===== src/hw/rtl/ptc_pkg.sv =====
// shared types, constants and register map of the temperature converter
package ptc_pkg;

    localparam int CODE_W         = 12;
    localparam int INT_W          = 8;
    localparam int DEC_W          = 10;
    localparam int TEMP_W         = 24;
    localparam int QUO_W          = TEMP_W;
    localparam int APB_DATA_W     = 32;
    localparam int APB_ADDR_W     = 5;
    localparam int ADC_BITS_DEF   = 12;
    localparam int FRAC_BITS_DEF  = 16;

    localparam logic [INT_W-1:0]  RST_ROOM_INT = 8'd25;
    localparam logic [INT_W-1:0]  RST_HOT_INT  = 8'd85;
    localparam logic [DEC_W-1:0]  RST_DEC      = '0;
    localparam logic [CODE_W-1:0] RST_CODE     = '0;

    typedef enum logic [2:0] {
        REG_ROOM_TEMP_INT  = 3'd0,
        REG_ROOM_TEMP_DEC  = 3'd1,
        REG_HOT_TEMP_INT   = 3'd2,
        REG_HOT_TEMP_DEC   = 3'd3,
        REG_ROOM_PTAT_CODE = 3'd4,
        REG_HOT_PTAT_CODE  = 3'd5,
        REG_ROOM_CTAT_CODE = 3'd6,
        REG_HOT_CTAT_CODE  = 3'd7
    } t_reg_idx;

    typedef enum logic [1:0] {
        DIV_10   = 2'd0,
        DIV_100  = 2'd1,
        DIV_1000 = 2'd2
    } t_div_sel;

    typedef struct packed {
        logic [INT_W-1:0]  room_temp_int;
        logic [DEC_W-1:0]  room_temp_dec;
        logic [INT_W-1:0]  hot_temp_int;
        logic [DEC_W-1:0]  hot_temp_dec;
        logic [CODE_W-1:0] room_ptat_code;
        logic [CODE_W-1:0] hot_ptat_code;
        logic [CODE_W-1:0] room_ctat_code;
        logic [CODE_W-1:0] hot_ctat_code;
    } t_cal;

    typedef struct packed {
        logic valid;
        logic neg;
        logic zd;
    } t_ctl;

endpackage


===== src/hw/rtl/ptc_frac.sv =====
// calibration temperature rebuild: integer part plus scaled decimal part
module ptc_frac #(
    parameter int               FRAC_BITS = ptc_pkg::FRAC_BITS_DEF,
    parameter logic [7:0]       RST_INT   = ptc_pkg::RST_ROOM_INT
) (
    input  logic                          i_clk,
    input  logic                          i_rst_n,
    input  logic [ptc_pkg::INT_W-1:0]     i_int,
    input  logic [ptc_pkg::DEC_W-1:0]     i_dec,
    output logic [FRAC_BITS+8:0]          o_tl
);

    localparam int XW  = FRAC_BITS + 11;
    localparam int MW  = XW - 3;
    localparam int PW  = XW + MW;
    localparam int FW  = FRAC_BITS + 1;
    localparam int TLW = FRAC_BITS + 9;
    localparam logic [63:0] ONE64 = 64'd1;
    localparam logic [63:0] M10_F   = (ONE64 << XW) / 10;
    localparam logic [63:0] M100_F  = (ONE64 << XW) / 100;
    localparam logic [63:0] M1000_F = (ONE64 << XW) / 1000;

    ptc_pkg::t_div_sel n_sel, r_sel;
    logic [MW-1:0]     n_m;
    logic [XW-1:0]     n_half, n_x, r_x;
    logic [PW-1:0]     n_p, r_p;
    logic [MW-1:0]     n_q0;
    logic [XW-1:0]     n_dv, n_r;
    logic              n_corr;
    logic [FW-1:0]     n_frac;
    logic [TLW-1:0]    n_tl, r_tl;

    // reciprocal estimate, low by at most one
    always_comb begin
        priority if (i_dec < ptc_pkg::DEC_W'(10)) begin
            n_sel  = ptc_pkg::DIV_10;
        end else if (i_dec < ptc_pkg::DEC_W'(100)) begin
            n_sel  = ptc_pkg::DIV_100;
        end else begin
            n_sel  = ptc_pkg::DIV_1000;
        end
        unique case (n_sel)
            ptc_pkg::DIV_10:   begin n_m = M10_F[MW-1:0];   n_half = XW'(5);   end
            ptc_pkg::DIV_100:  begin n_m = M100_F[MW-1:0];  n_half = XW'(50);  end
            ptc_pkg::DIV_1000: begin n_m = M1000_F[MW-1:0]; n_half = XW'(500); end
            default:           begin n_m = M1000_F[MW-1:0]; n_half = XW'(500); end
        endcase
        n_x = (XW'(i_dec) << FRAC_BITS) + n_half;
        n_p = PW'(n_x) * PW'(n_m);
    end

    always_ff @(posedge i_clk) begin
        if (!i_rst_n) begin
            r_p   <= '0;
            r_x   <= '0;
            r_sel <= ptc_pkg::DIV_10;
        end else begin
            r_p   <= n_p;
            r_x   <= n_x;
            r_sel <= n_sel;
        end
    end

    always_comb begin
        unique case (r_sel)
            ptc_pkg::DIV_10:   n_dv = XW'(10);
            ptc_pkg::DIV_100:  n_dv = XW'(100);
            ptc_pkg::DIV_1000: n_dv = XW'(1000);
            default:           n_dv = XW'(1000);
        endcase
        n_q0   = r_p[PW-1:XW];
        n_r    = r_x - XW'(n_q0) * n_dv;
        n_corr = (n_r >= n_dv);
        n_frac = FW'(n_q0) + FW'(n_corr);
        n_tl   = (TLW'(i_int) << FRAC_BITS) + TLW'(n_frac);
    end

    always_ff @(posedge i_clk) begin
        if (!i_rst_n) begin
            r_tl <= TLW'(RST_INT) << FRAC_BITS;
        end else begin
            r_tl <= n_tl;
        end
    end

    assign o_tl = r_tl;

endmodule


===== config.mk =====
export PLATFORM = sky130hd
export DESIGN_NAME = ptc_frac
export DESIGN_NICKNAME = d
export VERILOG_FILES = /design/src/hw/rtl/ptc_pkg.sv /design/src/hw/rtl/ptc_frac.sv
export SDC_FILE = /design/constraint.sdc
export NUM_CORES = 1
export LEC_CHECK = 0
export ABC_CLOCK_PERIOD_IN_PS = 8500
export BUFFER_PORTS_ARGS = -buffer_cell sky130_fd_sc_hd__buf_2
export CAP_MARGIN = 25
export CORE_UTILIZATION = 60
export CTS_CLUSTER_SIZE = 8
export DETAILED_ROUTE_END_ITERATION = 6
export PLACE_DENSITY = 0.77
export SLEW_MARGIN = 15
export SYNTH_ARGS = -nofsm -noshare
export SYNTH_HDL_FRONTEND = slang
export SYNTH_SLANG_ARGS = --single-unit

===== constraint.sdc =====
create_clock -name i_clk -period 8.5 [get_ports i_clk]
set_input_delay 0.85 -clock i_clk [delete_from_list [all_inputs] [get_ports i_clk]]
set_output_delay 0.85 -clock i_clk [all_outputs]
set_load 0.01 [all_outputs]

# --- Word level (Yosys, flattened, before mapping) ---
# Cells that the tools add are included.
word_totals:
  reg_bits: 105
  latch_bits: 0
  mem_bits_rw: 0
  romBits: 0
  in_bits: 20
  out_inout_bits: 25
  word_cells: 22
  n_memories: 0
classes:
  addsub: 4
  multipliers: 2
  div_mod_pow: 0
  magnitude_cmp: 3
  n_eq_ne: 2
  n_shift: 0
  mux: 5
  bitwise_logic: 0
  reduce_logical: 2
op_table:
  columns: ["operator", "count"]
  rows:
  - ["27-bit by 24-bit multiplier with 51-bit output", 1]
  - ["24-bit one-hot mux with 2 select lines", 1]
  - ["26-bit by 27-bit adder with 27-bit output", 1]
  - ["27-bit >= comparator", 1]
  - ["24-bit by 27-bit multiplier with 27-bit output", 1]
  - ["27-bit subtractor", 1]
  - ["24-bit by 17-bit adder with 25-bit output", 1]
  - ["10-bit one-hot mux with 2 select lines", 1]
  - ["9-bit one-hot mux with 2 select lines", 1]
  - ["17-bit by 1-bit adder with 17-bit output", 1]
  - ["10-bit by 4-bit less-than comparator with 1-bit output, second input constant", 1]
  - ["10-bit by 7-bit less-than comparator with 1-bit output, second input constant", 1]
  - ["2-bit by 1-bit equality test with 1-bit output, second input constant", 2]
  - ["2-bit logical NOT", 2]
  - ["2-bit 2-to-1 mux", 2]

# --- Longest topological paths before layout ---
logic_depth:
  depth_word: 7
  mapped_depth: 39
  ltp_nobuf: 36

# --- Worst setup path after synthesis ---
# No wires, ideal clock.
synth_timing:
  kind: "reg2reg"
  startpoint: "register r_x[8]"
  endpoint: "register r_tl[20], in the netlist o_tl[20]"
  setup_ns: 0.126
  t_arrival_ns: 7.769
  t_required_ns: 8.374
  path_slack_ns: 0.605
  stages_incl_launch_ff: 37
  n_path_buf: 3
  synth_period_minus_slack_ns: 7.895
  cell_sequence: "dfxtp_1 -> buf_6 -> inv_1 -> nand2_1 -> inv_1 -> clkbuf_1 -> nor2b_1 -> fa_1 -> inv_1 -> fa_1 -> fa_1 -> fa_1 -> inv_1 -> fa_1 -> inv_1 -> ha_1 -> xnor2_1 -> ha_1 -> a222oi_1 -> o311ai_0 -> a21oi_1 -> nand3_1 -> a311oi_1 -> nand4_1 -> a2111oi_2 -> o2111ai_1 -> ha_1 -> ha_1 -> and2_1 -> clkbuf_1 -> nand4_1 -> xnor2_1 -> ha_1 -> ha_1 -> nand3_1 -> xor2_1 -> nand2_1"
synth_between:
  elab_chain_cells: 4
synth_rtl:
  columns: ["item", "line_no", "text"]
  rows:
  - ["start, declared", "ptc_frac.sv:25", "logic [XW-1:0] n_half, n_x, r_x;"]
  - ["start signal, assigned", "ptc_frac.sv:59", "r_x <= n_x;"]
  - ["27-bit subtractor", "ptc_frac.sv:72", "n_r = r_x - XW'(n_q0) * n_dv;"]
  - ["27-bit >= comparator", "ptc_frac.sv:73", "n_corr = (n_r >= n_dv);"]
  - ["17-bit by 1-bit adder with 17-bit output", "ptc_frac.sv:74", "n_frac = FW'(n_q0) + FW'(n_corr);"]
  - ["24-bit by 17-bit adder with 25-bit output", "ptc_frac.sv:75", "n_tl = (TLW'(i_int) << FRAC_BITS) + TLW'(n_frac);"]
  - ["end signal, assigned", "ptc_frac.sv:80", "r_tl <= TLW'(RST_INT) << FRAC_BITS;"]
  - ["end signal, assigned", "ptc_frac.sv:82", "r_tl <= n_tl;"]
  - ["end, declared", "ptc_frac.sv:31", "logic [TLW-1:0] n_tl, r_tl;"]
# No other way between the ends.
# A chain may end at the register's enable or synchronous reset.

# --- Worst setup path in the final report ---
# Same ends and word-level chain as after synthesis.

==> flow_metrics.env <==
export IMPL_cts_buffer_depth=2
export IMPL_synth_area_top_cells="fa_1 35%, ha_1 23%, inv_1 9.9%"
export IMPL_start_kind="register"
export IMPL_worst_path_max_delay_cell="fa_1"
export IMPL_drc=0
export IMPL_layout_drive_gt1_share=0.0537
export IMPL_grt_overflow=0
export IMPL_hp_class="register to register"
export IMPL_wl_per_cell_um=16.9
export IMPL_postSynthAreaPerCell_um2=9.02
export IMPL_dp_hpwl_um=34100
export IMPL_synth_cell_types=60
export IMPL_antenna_left=0
export IMPL_numCtsBuffers=9
export IMPL_io_buffers=44
export IMPL_worst_slew_pin_slew_ns=0.831
export IMPL_critPathCaptureType="register"
export IMPL_crit_arrival_ns=8.31
export IMPL_core_um2=27200
export IMPL_drt_iter0_drc=754
export IMPL_die_area_um2=28600
export IMPL_path_max_fanout=7
export IMPL_netlist_area_um2=16700
export IMPL_yosysWarnings=0
export IMPL_cts_tree="done"
export IMPL_drv_slew=0
export IMPL_critPathKind="register to register"
export IMPL_final_common_cell="inv_1"
export IMPL_grt_max_degree=47
export IMPL_worstSkewPairLatency_ns=0.33
export IMPL_max_stage_delay_ns=0.54
export IMPL_fillers=2218
export IMPL_finalHoldViolCount=0
export IMPL_postSynthCellCount=1857
export IMPL_cp_required_ns=8.71
export IMPL_fp_dieH_um=169
export IMPL_setup_violations=0
export IMPL_path_common_cell="fa_1"
export IMPL_dr_total_vias=12600
export IMPL_track_usage=0.290
export IMPL_grt_pass1_wl_um=64900
export IMPL_clock_skew_ns=0.00601
export IMPL_antenna_found_initial=0
export IMPL_fmax_mhz=123
export IMPL_layout_cells_non_filler=2328
export IMPL_status="finished clean"
export IMPL_ys_ff_latch=64
export IMPL_finalCritPeriodShare=0.953
export IMPL_die_w_um=169
export IMPL_maxCapViolCount=0
export IMPL_finalInstanceArea_um2=18100
export IMPL_pin_count=45
export IMPL_synth_edf_count=0
export IMPL_clk_pin_slew_ns=0.06
export IMPL_initial_utilization=0.616
export IMPL_synth_flop_cell="dfxtp_1"
export IMPL_cts_sinks=64
export IMPL_period_needed_ns=8.10
export IMPL_synth_top_cell_by_area="fa_1"
export IMPL_place_gp_congestion=1.03
export IMPL_routed_wl_um=39300
export IMPL_cts_root_buf="clkbuf_16"
export IMPL_layout_nets=2568
export IMPL_grt_pass1_vias=13300
export IMPL_area_growth_pct=7.88
export IMPL_diodes=0
export IMPL_async_flop_share=0
export IMPL_vias_per_cell=5.40
export IMPL_slew_headroom=0.445
export IMPL_htree_levels=3
export IMPL_yosysSeqAreaShare=0.0765
export IMPL_synth_top_area_frac=0.345
export IMPL_fp_row_count=60
export IMPL_dp_cells=2309
export IMPL_dpl_cell_area_um2=17600
export IMPL_drt_first_pass_iters=5
export IMPL_final_cell_mix="442 x inv_1, 303 x ha_1, 289 x fa_1"
-- flip-flops by register name (all words and copies together), names as in the netlist --
register / flops
r_p: 24
o_tl: 25
r_x: 14
r_sel: 1
-- cell type report --
cell class / instances / area, um2 / share of cell area
Sequential cell: 64 / 1280 / 0.0710
Timing Repair Buffer: 65 / 385 / 0.0213
Clock buffer: 10 / 239 / 0.0132
Inverter: 448 / 1680 / 0.0931
Clock inverter: 6 / 115 / 0.00637
Tap cell: 372 / 465 / 0.0258
Multi-Input combinational cell: 1363 / 13900 / 0.769
-- cell usage after synthesis, types with 12 or more instances --
cell type  number
fa_1          289
o21ai_0        39
a21o_1         25
a21oi_1        67
xnor2_1        31
nand3_1        21
ha_1          308
nand2_1       143
nand2b_1       14
nor2b_1        34
nand4_1        15
inv_1         443
xor2_1         29
and2_1         31
dfxtp_1        64
clkbuf_1       47
nor2_1        101
nor3_1         18
a211oi_1       12
-- metal layers --
metal,global-route usage,vias up,routed length [um]
met3,0.0210,76,1730
met1,0.360,6190,16300
met4,0.101,0,1400
met5,0,-,0
met2,0.530,386,19800
li1,-,5920,-
-- repair_timing --
item	in CTS	in global routing
setup endpoints to repair	0	9
hold buffers	0	0
gates resized for setup	0	14
setup buffers	0	3
-- critical path: cells and delay by family (launching register included) --
kind            cells  cell delay (ns)
fa+ha+maj          11             4.07
compound gates      7             1.69
simple gates        8             1.09
xor+xnor            3             0.40
buf+inv             5             0.31
flops               1             0.42
-- metrics by stage --
stage	setup WS (ns)	TNS, ns	util	hold slack, ns
after floorplan	0.605	0	-	0.497
after global placement	0.432	0	0.649	0.619
after detailed placement	0.256	0	0.649	0.604
after CTS	0.215	0	0.662	0.615
after global routing	-0.0165	-0.0165	0.665	0.659
final	0.396	0	0.665	0.629
-- cell families after synthesis --
logic type / share of synthesized area
flops: 0.0765
other cells: 0.000448
simple gates: 0.115
mux: 0.00538
xor+xnor: 0.0342
buf+inv: 0.113
fa+ha+maj: 0.577
compound gates: 0.0790
-- worst paths after layout --
kind | end | slack, ns | startpoint | cells after the start
worst max-delay path | o_tl[20] | 0.40 | r_x[8] | 34
worst min-delay path | o_tl[13] | 0.63 | r_p[40] | 2
worst max register to register | o_tl[20] | 0.40 | r_x[8] | 34
worst min register to register | o_tl[13] | 0.63 | r_p[40] | 2
Power is left out: the tool's default activity adds up to more than one toggle a clock period on the data nets, which glitch-free logic cannot reach.
