==> src/hw/rtl/ptc_pkg.sv <==
// shared types, constants and register map of the temperature converter
package ptc_pkg;

    localparam int CODE_W         = 12;
    localparam int INT_W          = 8;
    localparam int DEC_W          = 10;
    localparam int TEMP_W         = 24;
    localparam int QUO_W          = TEMP_W;
    localparam int APB_DATA_W     = 32;
    localparam int APB_ADDR_W     = 5;
    localparam int ADC_BITS_DEF   = 12;
    localparam int FRAC_BITS_DEF  = 16;

    localparam logic [INT_W-1:0]  RST_ROOM_INT = 8'd25;
    localparam logic [INT_W-1:0]  RST_HOT_INT  = 8'd85;
    localparam logic [DEC_W-1:0]  RST_DEC      = '0;
    localparam logic [CODE_W-1:0] RST_CODE     = '0;

    typedef enum logic [2:0] {
        REG_ROOM_TEMP_INT  = 3'd0,
        REG_ROOM_TEMP_DEC  = 3'd1,
        REG_HOT_TEMP_INT   = 3'd2,
        REG_HOT_TEMP_DEC   = 3'd3,
        REG_ROOM_PTAT_CODE = 3'd4,
        REG_HOT_PTAT_CODE  = 3'd5,
        REG_ROOM_CTAT_CODE = 3'd6,
        REG_HOT_CTAT_CODE  = 3'd7
    } t_reg_idx;

    typedef enum logic [1:0] {
        DIV_10   = 2'd0,
        DIV_100  = 2'd1,
        DIV_1000 = 2'd2
    } t_div_sel;

    typedef struct packed {
        logic [INT_W-1:0]  room_temp_int;
        logic [DEC_W-1:0]  room_temp_dec;
        logic [INT_W-1:0]  hot_temp_int;
        logic [DEC_W-1:0]  hot_temp_dec;
        logic [CODE_W-1:0] room_ptat_code;
        logic [CODE_W-1:0] hot_ptat_code;
        logic [CODE_W-1:0] room_ctat_code;
        logic [CODE_W-1:0] hot_ctat_code;
    } t_cal;

    typedef struct packed {
        logic valid;
        logic neg;
        logic zd;
    } t_ctl;

endpackage

==> src/hw/rtl/ptc_regs.sv <==
// apb calibration register file
module ptc_regs (
    input  logic                               i_clk,
    input  logic                               i_rst_n,
    input  logic                               psel,
    input  logic                               penable,
    input  logic                               pwrite,
    input  logic [ptc_pkg::APB_ADDR_W-1:0]     paddr,
    input  logic [ptc_pkg::APB_DATA_W-1:0]     pwdata,
    output logic [ptc_pkg::APB_DATA_W-1:0]     prdata,
    output ptc_pkg::t_cal                      o_cal
);

    ptc_pkg::t_cal     r_cal;
    ptc_pkg::t_reg_idx n_idx;
    logic              n_wr;

    assign n_idx = ptc_pkg::t_reg_idx'(paddr[ptc_pkg::APB_ADDR_W-1:2]);
    assign n_wr  = psel && penable && pwrite;

    always_ff @(posedge i_clk) begin
        if (!i_rst_n) begin
            r_cal.room_temp_int  <= ptc_pkg::RST_ROOM_INT;
            r_cal.room_temp_dec  <= ptc_pkg::RST_DEC;
            r_cal.hot_temp_int   <= ptc_pkg::RST_HOT_INT;
            r_cal.hot_temp_dec   <= ptc_pkg::RST_DEC;
            r_cal.room_ptat_code <= ptc_pkg::RST_CODE;
            r_cal.hot_ptat_code  <= ptc_pkg::RST_CODE;
            r_cal.room_ctat_code <= ptc_pkg::RST_CODE;
            r_cal.hot_ctat_code  <= ptc_pkg::RST_CODE;
        end else if (n_wr) begin
            unique case (n_idx)
                ptc_pkg::REG_ROOM_TEMP_INT:
                    r_cal.room_temp_int  <= pwdata[ptc_pkg::INT_W-1:0];
                ptc_pkg::REG_ROOM_TEMP_DEC:
                    r_cal.room_temp_dec  <= pwdata[ptc_pkg::DEC_W-1:0];
                ptc_pkg::REG_HOT_TEMP_INT:
                    r_cal.hot_temp_int   <= pwdata[ptc_pkg::INT_W-1:0];
                ptc_pkg::REG_HOT_TEMP_DEC:
                    r_cal.hot_temp_dec   <= pwdata[ptc_pkg::DEC_W-1:0];
                ptc_pkg::REG_ROOM_PTAT_CODE:
                    r_cal.room_ptat_code <= pwdata[ptc_pkg::CODE_W-1:0];
                ptc_pkg::REG_HOT_PTAT_CODE:
                    r_cal.hot_ptat_code  <= pwdata[ptc_pkg::CODE_W-1:0];
                ptc_pkg::REG_ROOM_CTAT_CODE:
                    r_cal.room_ctat_code <= pwdata[ptc_pkg::CODE_W-1:0];
                ptc_pkg::REG_HOT_CTAT_CODE:
                    r_cal.hot_ctat_code  <= pwdata[ptc_pkg::CODE_W-1:0];
                default: ;
            endcase
        end
    end

    always_comb begin
        unique case (n_idx)
            ptc_pkg::REG_ROOM_TEMP_INT:  prdata = ptc_pkg::APB_DATA_W'(r_cal.room_temp_int);
            ptc_pkg::REG_ROOM_TEMP_DEC:  prdata = ptc_pkg::APB_DATA_W'(r_cal.room_temp_dec);
            ptc_pkg::REG_HOT_TEMP_INT:   prdata = ptc_pkg::APB_DATA_W'(r_cal.hot_temp_int);
            ptc_pkg::REG_HOT_TEMP_DEC:   prdata = ptc_pkg::APB_DATA_W'(r_cal.hot_temp_dec);
            ptc_pkg::REG_ROOM_PTAT_CODE: prdata = ptc_pkg::APB_DATA_W'(r_cal.room_ptat_code);
            ptc_pkg::REG_HOT_PTAT_CODE:  prdata = ptc_pkg::APB_DATA_W'(r_cal.hot_ptat_code);
            ptc_pkg::REG_ROOM_CTAT_CODE: prdata = ptc_pkg::APB_DATA_W'(r_cal.room_ctat_code);
            ptc_pkg::REG_HOT_CTAT_CODE:  prdata = ptc_pkg::APB_DATA_W'(r_cal.hot_ctat_code);
            default:                     prdata = '0;
        endcase
    end

    assign o_cal = r_cal;

endmodule

==> config.mk <==
export PLATFORM = sky130hd
export DESIGN_NAME = ptc_regs
export DESIGN_NICKNAME = d
export VERILOG_FILES = /design/src/hw/rtl/ptc_pkg.sv /design/src/hw/rtl/ptc_regs.sv
export SDC_FILE = /design/constraint.sdc
export NUM_CORES = 1
export LEC_CHECK = 0
export BUFFER_PORTS_ARGS = -buffer_cell sky130_fd_sc_hd__buf_2
export CAP_MARGIN = 20
export CORE_MARGIN = 4
export CORE_UTILIZATION = 42
export DETAILED_ROUTE_END_ITERATION = 10
export GPL_ROUTABILITY_DRIVEN = 0
export GPL_TIMING_DRIVEN = 0
export PLACE_DENSITY = 0.7
export SYNTH_ARGS = -nofsm -noshare
export SYNTH_HDL_FRONTEND = slang
export SYNTH_SLANG_ARGS = --single-unit
==> constraint.sdc <==
create_clock -name i_clk -period 3.06 [get_ports i_clk]
set_input_delay 0.612 -clock i_clk [delete_from_list [all_inputs] [get_ports i_clk]]
set_output_delay 0.612 -clock i_clk [all_outputs]
set_load 0.02 [all_outputs]
# ---- After elaboration in Yosys (flattened, before gate mapping)
# Cells that the tools add are included.
dict set report op_classes {
  eq_ne 7
  mux 1
  reduce_logical 11
}
# cell count
set op_table {}
lappend op_table {{$pmux 32 s8} 1}
lappend op_table {{$reduce_and 2->1} 8}
lappend op_table {{$eq 3x3->1 const B} 4}
lappend op_table {{$eq 3x2->1 const B} 2}
lappend op_table {{$eq 3x1->1 const B} 1}
lappend op_table {{$logic_not 3->1} 1}
lappend op_table {{$logic_and 1x1->1} 2}
dict set report word_totals {
  regBits 84
  input_bits 42
  output_inout_bits 116
  elab_cells 27
}

# ---- Depth between registers and ports, before layout
dict set report logic_depth {
  word_depth 3
  mapped_depth 6
}

# ---- Worst setup path before layout
# Ideal clock, no wire load.
dict set report synth_timing {
  kind {input-to-output}
  from {input paddr[3] (netlist bit)}
  to {output prdata[9] (netlist bit)}
  t_arrival_ps 1741
  required_ps 2448
  slack_ps 707
  cell_stages 6
  path_buffers 2
  cell_sequence {buf_4 buf_4 mux2_2 a22o_1 nand2_1 o221ai_1}
}
dict set report synth_via {
  elab_chain_len 2
  elab_cells_between_ends 9
  cone_classes {eq/ne (7); mux (1); reduce/logical (1)}
}
# item line_no
set synth_rtl {}
lappend synth_rtl {{start, declared} ptc_regs.sv:8} ;# input logic [ptc_pkg::APB_ADDR_W-1:0] paddr,
lappend synth_rtl {{$eq 3x3->1, or another cell as far along} ptc_regs.sv:55} ;# unique case (n_idx)
lappend synth_rtl {{$pmux 32 s8 *} ptc_regs.sv:55}
lappend synth_rtl {{end, declared} ptc_regs.sv:10} ;# output logic [ptc_pkg::APB_DATA_W-1:0] prdata,
# Mark *: on every way between the ends. The rest lies on a longest branch, timed or not. The select of a mux whose other input is x is not followed.

# ---- Worst setup path after layout
dict set report layout_timing {
  from {input paddr[3] (netlist bit)}
  to {output prdata[4] (netlist bit)}
}
# Same word-level chain as after synthesis.

==> reports/metrics.csv <==
stage,metric,value,unit
timing,min cycle time layout,2.79,ns
cts,CTS Sinks,84,
cts,hold buffers post-CTS,0,
timing,highest attainable clock frequency,358,MHz
timing,sum of negative setup slack,0,ns
route,sum of routed wire length over all layers,14100,um
place,Port Buffer Count,106,
route,DRC Markers,0,
min_path,worst min path class,flop to flop,
route,detailed-route vias per instance,5.34,
finish,area overhead of the layout relative to synthesis,23.6,%
synth,Most used DFF post-synth,sky130_fd_sc_hd__dfxtp_1,
timing,Final Max Tran Viols,0,
synth,post-synth design cell area,4200,um2
route,average wire per standard cell,18.8,um
finish,layout net count,657,
setup_path,longest individual stage delay on the worst path,0.39,ns
cts,H-tree depth,3,
global_routing,GRT Residual Overflow,0,
synth,total of flip-flops plus latches after synthesis,84,
synth,fraction of registers with async set or reset after synthesis,0,
global_routing,number of global-route vias before repair,4031,
global_routing,total routing usage reported by global routing,0.246,
setup_path,required arrival time at the worst endpoint,2.45,ns
power,total leakage power,0.00220,uW
finish,number of inserted diodes,0,
setup_path,top cell family by delay on the critical path,buffers and inverters,
timing,hold violation total from the final report,0,
die,initial cell density of the core,0.429,
timing,RSZ-0062 raised after global routing,false,
global_routing,maximum number of pins on one net before global-route repair,16,
cts,CTS Root Buffer Type,sky130_fd_sc_hd__clkbuf_8,
setup_path,Buffers & Inverters on Critical Path,5,
route,number of nets with antenna violations after routing,0,
timing,Slew HR,0.555,
timing,period utilisation layout,0.912,
die,Total Die Area,11700,um2
route,number of DRC violations after detailed-routing iteration 0,345,
setup_path,Crit Path Class,primary input to output port,
global_routing,antenna violations before repair,0,
cts,clock buffers created by TritonCTS,9,
power,total power consumption of the routed design,2280,uW
die,die span in y,108,um
die,count of boundary I/O pins,158,
finish,max FFs per register,84,
finish,filler cell count,968,
power,worst IR drop on VDD,0.250,mV
setup_path,most frequent cell on the critical path,sky130_fd_sc_hd__buf_4,
setup_path,"Max stage delay cell, worst path",sky130_fd_sc_hd__a221oi_1,
synth,library cells used by synthesis,34,
cts,buffer count from post-CTS setup fixing,0,
cts,clock network latency to the later pin of the worst-skew pair,0.35,ns
synth,syn_area_per_cell,8.76,um2
timing,final-layout worst hold slack,0.483,ns
run_status,outcome,"complete, no violations",
cts,Clock Path Buffers,2,
setup_path,cell breakdown of the critical path,buf_2 -> buf_4 -> buf_4 -> buf_4 -> o2bb2ai_1 -> a221oi_1 -> nor2_1 -> buf_2,
synth,share of the yosys chip area belonging to registers,0.401,
setup_path,maximum fanout along the worst path,10,
cts,"CTS clk-pin slew, worst paths",0.10,ns
global_routing,wire length of the first global-routing pass,21900,um
die,Horiz. Die Dim,108,um
route,number of vias after detailed routing,4021,
die,# rows,36,
finish,layout cells sized above 1,0.305,
timing,final setup fails,0,
finish,non-filler cells in the finished layout,753,
timing,Worst Skew,0,ns
timing,slew at the pin closest to its max-slew limit,0.664,ns
cts,cts repair resizes,0,
route,drt first pass iters,5,
cts,TritonCTS clock tree,done,
setup_path,element type at the critical path start,primary input,
place,number of cells after detailed placement,737,
synth,number of flops mapped to enable cells by yosys,0,
place,Final HPWL DP,10200,um
die,area of the core,9770,um2
setup_path,category of the worst setup path capture point,output port,
synth,total of warnings raised by yosys,0,
run,maximum capacitance violations,0,
synth,post-synthesis instance total,479,
finish,final core utilization,0.531,
setup_path,arrival time at the worst endpoint,2.18,ns
power,power density over the cells,440,nW/um2
cell usage in the layout, fill, tap and decap left out, types with 2 or more instances in the layout:
master / n
sky130_fd_sc_hd__buf_2: 113
sky130_fd_sc_hd__nand2_1: 84
sky130_fd_sc_hd__dfxtp_1: 84
sky130_fd_sc_hd__o21ai_0: 50
sky130_fd_sc_hd__a21boi_0: 50
sky130_fd_sc_hd__buf_4: 36
sky130_fd_sc_hd__mux2i_1: 28
sky130_fd_sc_hd__clkbuf_1: 21
sky130_fd_sc_hd__conb_1: 20
sky130_fd_sc_hd__nor2b_1: 19
sky130_fd_sc_hd__nor2_1: 18
sky130_fd_sc_hd__a221oi_1: 14
sky130_fd_sc_hd__clkbuf_8: 9
sky130_fd_sc_hd__mux2_2: 8
sky130_fd_sc_hd__a22o_1: 8
sky130_fd_sc_hd__a21boi_1: 8
sky130_fd_sc_hd__inv_1: 7
sky130_fd_sc_hd__nand3_1: 5
sky130_fd_sc_hd__nor2_2: 5
sky130_fd_sc_hd__mux4_2: 4
sky130_fd_sc_hd__nand2b_1: 4
sky130_fd_sc_hd__or3_1: 3
sky130_fd_sc_hd__and2_1: 2
sky130_fd_sc_hd__o211ai_1: 2
sky130_fd_sc_hd__inv_6: 2
sky130_fd_sc_hd__bufinv_16: 2
routing by layer:
metal	vias up	track usage	wire length, um
li1	1877	-	-
met1	1889	0.325	5720
met2	216	0.390	6540
met3	39	0.0496	1400
met4	0	0.110	468
met5	-	0	0
worst paths after layout:
path / slack [ns] / cells past startpoint / end / start
worst max register to register: 2.26 / 2 / o_cal[4] / o_cal[4]
worst max-delay path: 0.27 / 8 / prdata[4] / paddr[3]
worst min register to register: 0.48 / 2 / o_cal[78] / o_cal[78]
worst min-delay path: 0.48 / 2 / o_cal[78] / o_cal[78]
worst register-to-register path: cells and delay by family (launching register included):
family	cells	cell delay [ns]
AO/OA/AOI/OAI	2	0.29
flip-flops	1	0.44
area by class of cell:
cell class              count  area [um2]  share of cell area
plain buffers              65         395              0.0762
multi-input cells         342        2170               0.417
well taps                 133         166              0.0321
repair buffers            106         531               0.102
inverters                   7        26.3             0.00506
flip-flops and latches     84        1680               0.324
clock buffers               9         124              0.0239
clock inverters             7        98.8              0.0190
cells by family after synthesis:
family | after synthesis | synth area share
compound gates | 136 | 0.220
buf+inv | 72 | 0.100
other cells | 1 | 0.000893
flops | 84 | 0.401
simple gates | 146 | 0.168
mux | 40 | 0.110
metrics by stage:
step | setup WS [ns] | area [um2]
finish | 0.271 | 5190
global route | 0.144 | 5190
CTS | 0.282 | 5190
detailed placement | 0.290 | 4970
global placement | 0.331 | 4970
floorplan | 0.707 | 4270
power by group:
part           switching, uW  leakage, uW  internal (uW)  total, uW
combinational            171      0.00141           93.1        264
clock                    447     0.000110            466        913
sequential              6.85     0.000677           1100       1110
cell usage after synthesis, drive strengths merged (3+ instances only):
cell type	instances	share of area
or3	3	0.0045
mux2i	28	0.067
o21ai	50	0.060
inv	7	0.0063
mux2	8	0.021
nand3	5	0.0060
a22o	8	0.017
clkbuf	21	0.019
nor2	24	0.026
dfxtp	84	0.40
nand2b	4	0.0060
nor2b	20	0.030
buf	44	0.075
nand2	84	0.075
a21boi	58	0.10
a221oi	14	0.029
mux4	4	0.021
Power figures use the tool's default switching activity.
